--- config.mk ---
export PLATFORM = sky130hd
export DESIGN_NAME = bus_enumeration_packet_handler_top
export DESIGN_NICKNAME = d
export VERILOG_FILES = /design/src/hdl/bus_enum_pkg.sv /design/src/hdl/bus_enum_track.sv /design/src/hdl/bus_enum_decide.sv /design/src/hdl/bus_enumeration_packet_handler_top.sv
export VERILOG_INCLUDE_DIRS = /design/src /design/src/hdl
export SDC_FILE = /design/constraint.sdc
export NUM_CORES = 1
export LEC_CHECK = 0
export BUFFER_PORTS_ARGS = -buffer_cell sky130_fd_sc_hd__buf_2
export CAP_MARGIN = 5
export CORE_MARGIN = 2
export CORE_UTILIZATION = 60
export CTS_BUF_LIST = sky130_fd_sc_hd__clkbuf_4
export DETAILED_ROUTE_END_ITERATION = 10
export HOLD_SLACK_MARGIN = 0.05
export PLACE_DENSITY = 0.82
export SKIP_LAST_GASP = 1
export SLEW_MARGIN = 20
export SYNTH_ARGS = -nofsm -noshare
export SYNTH_HDL_FRONTEND = slang
export SYNTH_SLANG_ARGS = --single-unit
--- constraint.sdc ---
create_clock -name clock -period 3.4 [get_ports clock]
set_input_delay 1.02 -clock clock [delete_from_list [all_inputs] [get_ports clock]]
set_output_delay 1.02 -clock clock [all_outputs]
set_load 0.01 [all_outputs]
--- src/hdl/bus_enumeration_packet_handler_top_assert.svh ---
// assertion macros used by the bus enumeration handler top file
`ifndef BUS_ENUMERATION_PACKET_HANDLER_TOP_ASSERT_SVH
`define BUS_ENUMERATION_PACKET_HANDLER_TOP_ASSERT_SVH

// same-cycle implication, checked outside reset
`define BE_ASSERT_IMPL(label, clk, rst, ante, cons) \
   label: assert property (@(posedge clk) disable iff (rst) (ante) |-> (cons)) \
      else $error("bus enumeration check failed");

// next-cycle implication, checked outside reset
`define BE_ASSERT_NEXT(label, clk, rst, ante, cons) \
   label: assert property (@(posedge clk) disable iff (rst) (ante) |=> (cons)) \
      else $error("bus enumeration check failed");

`endif

--- src/hdl/bus_enum_pkg.sv ---
`timescale 1ns / 1ps

package bus_enum_pkg;

   // default number of id bytes (and of mask bytes)
   localparam int ID_BYTES_DEF = 8;

   // magic key length and byte counter ceiling
   localparam int         KEY_LEN   = 21;
   localparam logic [7:0] COUNT_MAX = 8'hFF;

   // packet type codes
   typedef enum logic [7:0] {
      PKT_ENTER    = 8'hF0,
      PKT_EXIT     = 8'hF1,
      PKT_SELECT   = 8'hF2,
      PKT_RESET    = 8'hF3,
      PKT_UNSELECT = 8'hF4
   } pkt_code_type;

   // bus action codes
   typedef enum logic [1:0] {
      ACT_NONE    = 2'd0,
      ACT_HOLD    = 2'd1,
      ACT_RELEASE = 2'd2
   } action_type;

   // per-packet tracker view, including the byte of the current item
   typedef struct packed {
      logic [7:0] count;
      logic       key_ok;
      logic       id_ok;
   } trk_type;

   // magic key byte at a given position
   function automatic logic [7:0] key_byte(input logic [4:0] idx);
      logic [7:0] b;
      case (idx)
         5'd0:    b = 8'hE6;
         5'd1:    b = 8'hAD;
         5'd2:    b = 8'hBB;
         5'd3:    b = 8'hE3;
         5'd4:    b = 8'h82;
         5'd5:    b = 8'h93;
         5'd6:    b = 8'hE3;
         5'd7:    b = 8'h81;
         5'd8:    b = 8'hA0;
         5'd9:    b = 8'hE4;
         5'd10:   b = 8'hB8;
         5'd11:   b = 8'h96;
         5'd12:   b = 8'hE7;
         5'd13:   b = 8'h95;
         5'd14:   b = 8'h8C;
         5'd15:   b = 8'hE6;
         5'd16:   b = 8'h88;
         5'd17:   b = 8'hA6;
         5'd18:   b = 8'hE7;
         5'd19:   b = 8'hB7;
         5'd20:   b = 8'h9A;
         default: b = 8'h00;
      endcase
      return b;
   endfunction

endpackage

--- src/hdl/bus_enum_track.sv ---
`timescale 1ns / 1ps

module bus_enum_track #(
   parameter int IdBytes = bus_enum_pkg::ID_BYTES_DEF
) (
   input  logic                  clock,
   input  logic                  reset,
   input  logic                  take,
   input  logic                  clear,
   input  logic [7:0]            data,
   input  logic [8*IdBytes-1:0]  device_id,
   output bus_enum_pkg::trk_type trk
);

   localparam int IdxW = (IdBytes > 1) ? $clog2(IdBytes) : 1;

   logic [7:0]      count_ff;
   logic [7:0]      count_in;
   logic            key_ok_ff;
   logic            key_ok_in;
   logic            id_ok_ff;
   logic            id_ok_in;
   logic [7:0]      id_store_ff [IdBytes];
   logic [7:0]      rel;
   logic [IdxW-1:0] wr_idx;
   logic [IdxW-1:0] rd_idx;
   logic [8*IdBytes-1:0] dev_shift;
   logic [7:0]      dev_byte;
   logic            in_id;
   logic            in_mask;

   // position decode for the current byte
   assign rel       = count_ff - 8'(IdBytes);
   assign wr_idx    = count_ff[IdxW-1:0];
   assign rd_idx    = rel[IdxW-1:0];
   assign in_id     = (count_ff < 8'(IdBytes));
   assign in_mask   = !in_id && (count_ff < 8'(2 * IdBytes));
   assign dev_shift = device_id >> {rd_idx, 3'b000};
   assign dev_byte  = dev_shift[7:0];

   // tracker values including this item's byte
   always_comb begin
      count_in  = count_ff;
      key_ok_in = key_ok_ff;
      id_ok_in  = id_ok_ff;
      if (take) begin
         if (count_ff < 8'(bus_enum_pkg::KEY_LEN) &&
             data != bus_enum_pkg::key_byte(count_ff[4:0])) begin
            key_ok_in = 1'b0;
         end
         if (in_mask && (((id_store_ff[rd_idx] ^ dev_byte) & data) != 8'h00)) begin
            id_ok_in = 1'b0;
         end
         if (count_ff != bus_enum_pkg::COUNT_MAX) begin
            count_in = count_ff + 8'd1;
         end
      end
   end

   assign trk.count  = count_in;
   assign trk.key_ok = key_ok_in;
   assign trk.id_ok  = id_ok_in;

   // per-packet trackers, cleared at packet end
   always_ff @(posedge clock) begin
      if (reset || clear) begin
         count_ff  <= 8'd0;
         key_ok_ff <= 1'b1;
         id_ok_ff  <= 1'b1;
      end else begin
         count_ff  <= count_in;
         key_ok_ff <= key_ok_in;
         id_ok_ff  <= id_ok_in;
      end
   end

   // id byte store
   always_ff @(posedge clock) begin
      if (take && in_id) begin
         id_store_ff[wr_idx] <= data;
      end
   end

endmodule

--- src/hdl/bus_enum_decide.sv ---
`timescale 1ns / 1ps

module bus_enum_decide #(
   parameter int IdBytes = bus_enum_pkg::ID_BYTES_DEF
) (
   input  logic                  clock,
   input  logic                  reset,
   input  logic                  fire,
   input  logic [7:0]            packet_type,
   input  bus_enum_pkg::trk_type trk,
   output logic [1:0]            action,
   output logic                  enumerating_now,
   output logic                  bus_held_now
);

   logic enumerating_ff;
   logic enumerating_in;
   logic bus_held_ff;
   logic bus_held_in;
   logic id_hit;
   logic key_hit;

   assign id_hit  = trk.id_ok && (trk.count >= 8'(2 * IdBytes));
   assign key_hit = trk.key_ok && (trk.count == 8'(bus_enum_pkg::KEY_LEN));

   // packet-end decision
   always_comb begin
      enumerating_in = enumerating_ff;
      bus_held_in    = bus_held_ff;
      action         = bus_enum_pkg::ACT_NONE;
      case (packet_type)
         bus_enum_pkg::PKT_ENTER: begin
            if (key_hit) begin
               enumerating_in = 1'b1;
               bus_held_in    = 1'b1;
               action         = bus_enum_pkg::ACT_HOLD;
            end
         end
         bus_enum_pkg::PKT_EXIT: begin
            if (enumerating_ff) begin
               enumerating_in = 1'b0;
               bus_held_in    = 1'b0;
               action         = bus_enum_pkg::ACT_RELEASE;
            end
         end
         bus_enum_pkg::PKT_SELECT: begin
            if (enumerating_ff && id_hit) begin
               bus_held_in = 1'b0;
               action      = bus_enum_pkg::ACT_RELEASE;
            end
         end
         bus_enum_pkg::PKT_RESET: begin
            if (enumerating_ff) begin
               bus_held_in = 1'b1;
               action      = bus_enum_pkg::ACT_HOLD;
            end
         end
         bus_enum_pkg::PKT_UNSELECT: begin
            if (enumerating_ff && id_hit) begin
               bus_held_in = 1'b1;
               action      = bus_enum_pkg::ACT_HOLD;
            end
         end
         default: begin
            action = bus_enum_pkg::ACT_NONE;
         end
      endcase
   end

   assign enumerating_now = enumerating_in;
   assign bus_held_now    = bus_held_in;

   // mode and bus state
   always_ff @(posedge clock) begin
      if (reset) begin
         enumerating_ff <= 1'b0;
         bus_held_ff    <= 1'b0;
      end else if (fire) begin
         enumerating_ff <= enumerating_in;
         bus_held_ff    <= bus_held_in;
      end
   end

endmodule

--- src/hdl/bus_enumeration_packet_handler_top.sv ---
`timescale 1ns / 1ps

// Sensor-bus enumeration packet handler. Payload bytes come in one item per
// cycle on the req_ channel; an item with req_last_of_packet high closes the
// packet and yields one rsp_ item with the bus action and the mode flags, all
// other items yield none. An item is taken into an input register, evaluated
// against the per-packet trackers combinationally and its result lands in
// an output register, so a new item is accepted every cycle unless the input
// stalls. The input stalls only while a packet-end item waits behind a result
// that the rsp_ side has not taken. csr_device_id is written through the
// csr_ channel, always ready, and must be written only while the block is idle.

`include "bus_enumeration_packet_handler_top_assert.svh"

module bus_enumeration_packet_handler_top #(
   parameter int IdBytes = bus_enum_pkg::ID_BYTES_DEF
) (
   input  logic                 clock,
   input  logic                 reset,
   // item input
   input  logic                 req_valid,
   output logic                 req_stall,
   input  logic [7:0]           req_packet_type,
   input  logic [7:0]           req_payload_byte,
   input  logic                 req_has_byte,
   input  logic                 req_last_of_packet,
   // result output
   output logic                 rsp_valid,
   input  logic                 rsp_stall,
   output logic [1:0]           rsp_bus_action,
   output logic                 rsp_enumerating_now,
   output logic                 rsp_bus_held_now,
   // device id register write
   input  logic                 csr_valid,
   output logic                 csr_ready,
   input  logic [63:0]          csr_device_id
);

   logic        in_valid_ff;
   logic [7:0]  in_type_ff;
   logic [7:0]  in_byte_ff;
   logic        in_has_ff;
   logic        in_last_ff;
   logic        advance;
   logic        load;
   logic [63:0] device_id_ff;
   logic        rsp_valid_ff;
   logic [1:0]  rsp_action_ff;
   logic        rsp_enum_ff;
   logic        rsp_held_ff;
   logic [1:0]  action;
   logic        enum_now;
   logic        held_now;
   bus_enum_pkg::trk_type trk;

   // handshake control
   assign advance   = in_valid_ff && (!in_last_ff || !rsp_valid_ff || !rsp_stall);
   assign load      = !in_valid_ff || advance;
   assign req_stall = !load;
   assign csr_ready = 1'b1;

   // device id register
   always_ff @(posedge clock) begin
      if (reset) begin
         device_id_ff <= 64'd0;
      end else if (csr_valid && csr_ready) begin
         device_id_ff <= csr_device_id;
      end
   end

   // input register
   always_ff @(posedge clock) begin
      if (reset) begin
         in_valid_ff <= 1'b0;
      end else if (load) begin
         in_valid_ff <= req_valid;
      end
   end

   always_ff @(posedge clock) begin
      if (load && req_valid) begin
         in_type_ff <= req_packet_type;
         in_byte_ff <= req_payload_byte;
         in_has_ff  <= req_has_byte;
         in_last_ff <= req_last_of_packet;
      end
   end

   bus_enum_track #(
      .IdBytes(IdBytes)
   ) u_track (
      .clock     (clock),
      .reset     (reset),
      .take      (advance && in_has_ff),
      .clear     (advance && in_last_ff),
      .data      (in_byte_ff),
      .device_id (device_id_ff[8*IdBytes-1:0]),
      .trk       (trk)
   );

   bus_enum_decide #(
      .IdBytes(IdBytes)
   ) u_decide (
      .clock           (clock),
      .reset           (reset),
      .fire            (advance && in_last_ff),
      .packet_type     (in_type_ff),
      .trk             (trk),
      .action          (action),
      .enumerating_now (enum_now),
      .bus_held_now    (held_now)
   );

   // result register
   always_ff @(posedge clock) begin
      if (reset) begin
         rsp_valid_ff <= 1'b0;
      end else if (advance && in_last_ff) begin
         rsp_valid_ff <= 1'b1;
      end else if (!rsp_stall) begin
         rsp_valid_ff <= 1'b0;
      end
   end

   always_ff @(posedge clock) begin
      if (advance && in_last_ff) begin
         rsp_action_ff <= action;
         rsp_enum_ff   <= enum_now;
         rsp_held_ff   <= held_now;
      end
   end

   assign rsp_valid           = rsp_valid_ff;
   assign rsp_bus_action      = rsp_action_ff;
   assign rsp_enumerating_now = rsp_enum_ff;
   assign rsp_bus_held_now    = rsp_held_ff;

   // checks
   `BE_ASSERT_IMPL(a_stall_only_busy, clock, reset, req_stall, in_valid_ff && in_last_ff)
   `BE_ASSERT_IMPL(a_hold_is_held, clock, reset,
      rsp_valid_ff && rsp_action_ff == bus_enum_pkg::ACT_HOLD, rsp_held_ff && rsp_enum_ff)
   `BE_ASSERT_IMPL(a_release_not_held, clock, reset,
      rsp_valid_ff && rsp_action_ff == bus_enum_pkg::ACT_RELEASE, !rsp_held_ff)
   `BE_ASSERT_IMPL(a_held_needs_enum, clock, reset, rsp_valid_ff && rsp_held_ff, rsp_enum_ff)
   `BE_ASSERT_NEXT(a_result_kept, clock, reset, rsp_valid_ff && rsp_stall, rsp_valid_ff)

endmodule

==> impl_metrics.ini <==
[hold_path]
min_to = device_id_ff[48]
hold_start = device_id_ff[48]
min_path_cells = 2
hp-class = reg -> reg

[synth]
ys_top_cells_by_area = edfxtp_1, dfxtp_1, mux2i_1
syn_area_um2 = 7620
syn_avg_cell_area_um2 = 12.6
synth_edf_count = 86
synth-seq-cells = 172
synth_top_area_frac = 0.339
synth_cell_types = 61
yosysWarnings = 0
netlist_instances = 607
ys_seq_area_frac = 0.565
syn_nets = 703
synthArstFlopShare = 0
yosysTopAreaCell = edfxtp_1
synth-main-ff-cell = edfxtp_1

[global_route]
grt_pass1_vias = 5205
grt_pass1_wl_mm = 25.2
grt_max_degree = 65
grt.busiest_layer = met2
grt.total_usage = 0.248
grt_overflow_total = 0
antenna_found_initial = 0
gr-usage-met2 = 0.440
grt_use_met1 = 0.287
gr-usage-met3 = 0.0638

[pwr]
p_leak_nw = 3.44
p_total_mw = 3.95
peakVddDrop_mv = 0.202
cellPowerDensity_nw_per_um2 = 455

[layout]
final_cell_mix = mux2i_1, buf_2, nor2_1, edfxtp_1, dfxtp_1
fin_nets = 804
antenna_cells = 0
num-fill-cells = 911
area_delta_synth_final_pct = 13.8
multi_input_area_um2 = 3110
mostFrequentLayoutCell = mux2i_1
final_layout_size_suffix_gt1_frac = 0.244
ff_latch_area_um2 = 4310
instances_no_fill = 893

[cts]
cts.sinks = 172
cts-htree-levels = 4
cts_tree = built
cts_buffer_depth = 2
post-cts-setup-buffers = 0
cts_hold_buf = 0
clockRootBuffer = clkbuf_4
cts_resized = 0
cts_inserted_buffers = 17
path_clk_slew_ns = 0.15
clk_latency_ns = 0.57

[place]
dp_hpwl_mm = 11.5
gp_congestion = 0.864
io_buffers = 92
placedCellCount = 861

[die]
rows = 41
io_pins = 94
dieWidth_um = 117
initial_core_util = 0.609
coreArea_um2 = 12500
die_y_um = 117
dieArea_um2 = 13600

[setup_path]
crit_slowest_cell = dfxtp_1
critPathArrivalTime_ns = 3.52
cp_slowest_stage_delay_ns = 0.62
cp-start-kind = register
worstPathCellList = ha_1 -> nand2_1 -> o21ai_0 -> mux2i_1 -> nor2_1 -> inv_1 -> ha_1 -> inv_1 -> o21ai_0 -> a21oi_1 -> o31ai_1
r2r-start = u_track.count_ff[1]
cp_max_fo = 8
worstSetupEndpointType = register
critPathRequiredTime_ns = 3.90
worst-setup-path-type = reg -> reg
reg2regPathDepth = 11
ff2ff_setup_slack_ns = 0.38

[timing]
hold_viol_final = 0
slew_violations = 0
tightest_slew_ns = 0.827
grt_setup_unrepaired = false
hold_ws_ns = 0.510
fin_crit_sh = 0.888
finalCriticalPeriod_ns = 3.02
finalSetupTns_ns = 0
setup_viol = 0
fmax_ghz = 0.331
relSlewSlack = 0.444
clock_skew_ns = 0.0122

[flow_run]
drv_cap = 0

[routing]
first_iter_violations = 360
vias_per_cell = 5.73
first_pass_iters = 5
drcViolationCount = 0
drt.antenna.violating_nets = 0
dr_total_vias = 5115
wl_mm = 15.9
wl_per_cell_um = 17.8

[status]
status = finished, final reports clean
-- sequential cells by signal, summed over array words and instances (netlist names), named ones only --
name	count
device_id_ff	64
u_track.id_store_ff	64
in_byte_ff	8
in_type_ff	8
u_track.count_ff	8
rsp_bus_action	2
in_has_ff	1
in_last_ff	1
in_valid_ff	1
rsp_bus_held_now	1
rsp_enumerating_now	1
rsp_valid	1
u_decide.bus_held_ff	1
u_decide.enumerating_ff	1
u_track.id_ok_ff	1
u_track.key_ok_ff	1
-- synth_stat cells, drive strengths merged (2+ instances only) --
cell type,number
inv,10
buf,19
edfxtp,86
dfxtp,86
xor2,9
nand4,6
clkbuf,14
nor2b,5
or3,4
and2,2
nand3b,3
o31ai,3
nand3,10
o21a,3
a22oi,5
o22ai,11
mux4,24
and4,4
nand2b,3
nor4,2
o21ai,14
mux2i,96
nand2,26
and3,2
xnor2,12
a31oi,2
or2,2
nor3,7
a21oi,18
ha,9
nor2,90
o2111ai,2
-- cell type report --
class	count	area share
tap	172	0.0248
multi-input combinational	392	0.358
clock inverter	15	0.0244
inverter	10	0.00433
timing repair buffer	115	0.0776
clock buffer	17	0.0147
sequential	172	0.496
-- report_power, final --
group / internal [mW] / switching [mW]
Sequential: 2.24 / 0.0505
Combinational: 0.157 / 0.155
Clock: 0.599 / 0.743
Total: 3.00 / 0.949
-- worst max-delay path: cells and delay by family (launching register included) --
kind / cells / cell delay [ns]
DFF: 1 / 0.62
adders and majority gates: 2 / 0.66
and+or+nand+nor: 2 / 0.50
AOI/OAI and AO/OA: 4 / 0.78
muxes: 1 / 0.15
buffers and inverters: 2 / 0.23
-- metal layers --
metal / up-vias / wire [µm]
li1: 2457 / -
met1: 2456 / 6260
met2: 165 / 8310
met3: 37 / 907
met4: 0 / 449
met5: - / 0
-- kinds of logic after synthesis --
group,after synthesis,share of synthesized area
DFF,172,0.565
and+or+nand+nor,170,0.104
muxes,121,0.203
AOI/OAI and AO/OA,70,0.0602
buffers and inverters,43,0.0281
xor gates and xnor gates,21,0.0241
adders and majority gates,9,0.0148
other,1,0.000492
-- worst max path at each step --
| stage | from | end | depth (start not counted) |
|---|---|---|---|
| 6_report | u_track.count_ff[1] | register | 11 |
| 5_1_grt | u_track.count_ff[1] | register | 11 |
| 4_1_cts | u_track.count_ff[1] | register | 11 |
| 3_5_place_dp | rsp_stall | register | 12 |
| 3_3_place_gp | rsp_stall | register | 12 |
| 2_1_floorplan | rsp_stall | register | 11 |
-- through the flow --
step                      instance area (µm²)  setup WS [ns]  utilization
final                                    8680          0.382        0.693
after global routing                     8680         0.0646        0.693
after CTS                                8680          0.363        0.693
after detailed placement                 8340        0.00765        0.666
after global placement                   8340          0.237        0.666
after floorplan                          7620          0.313            -
(Power assumes the default switching activity.)
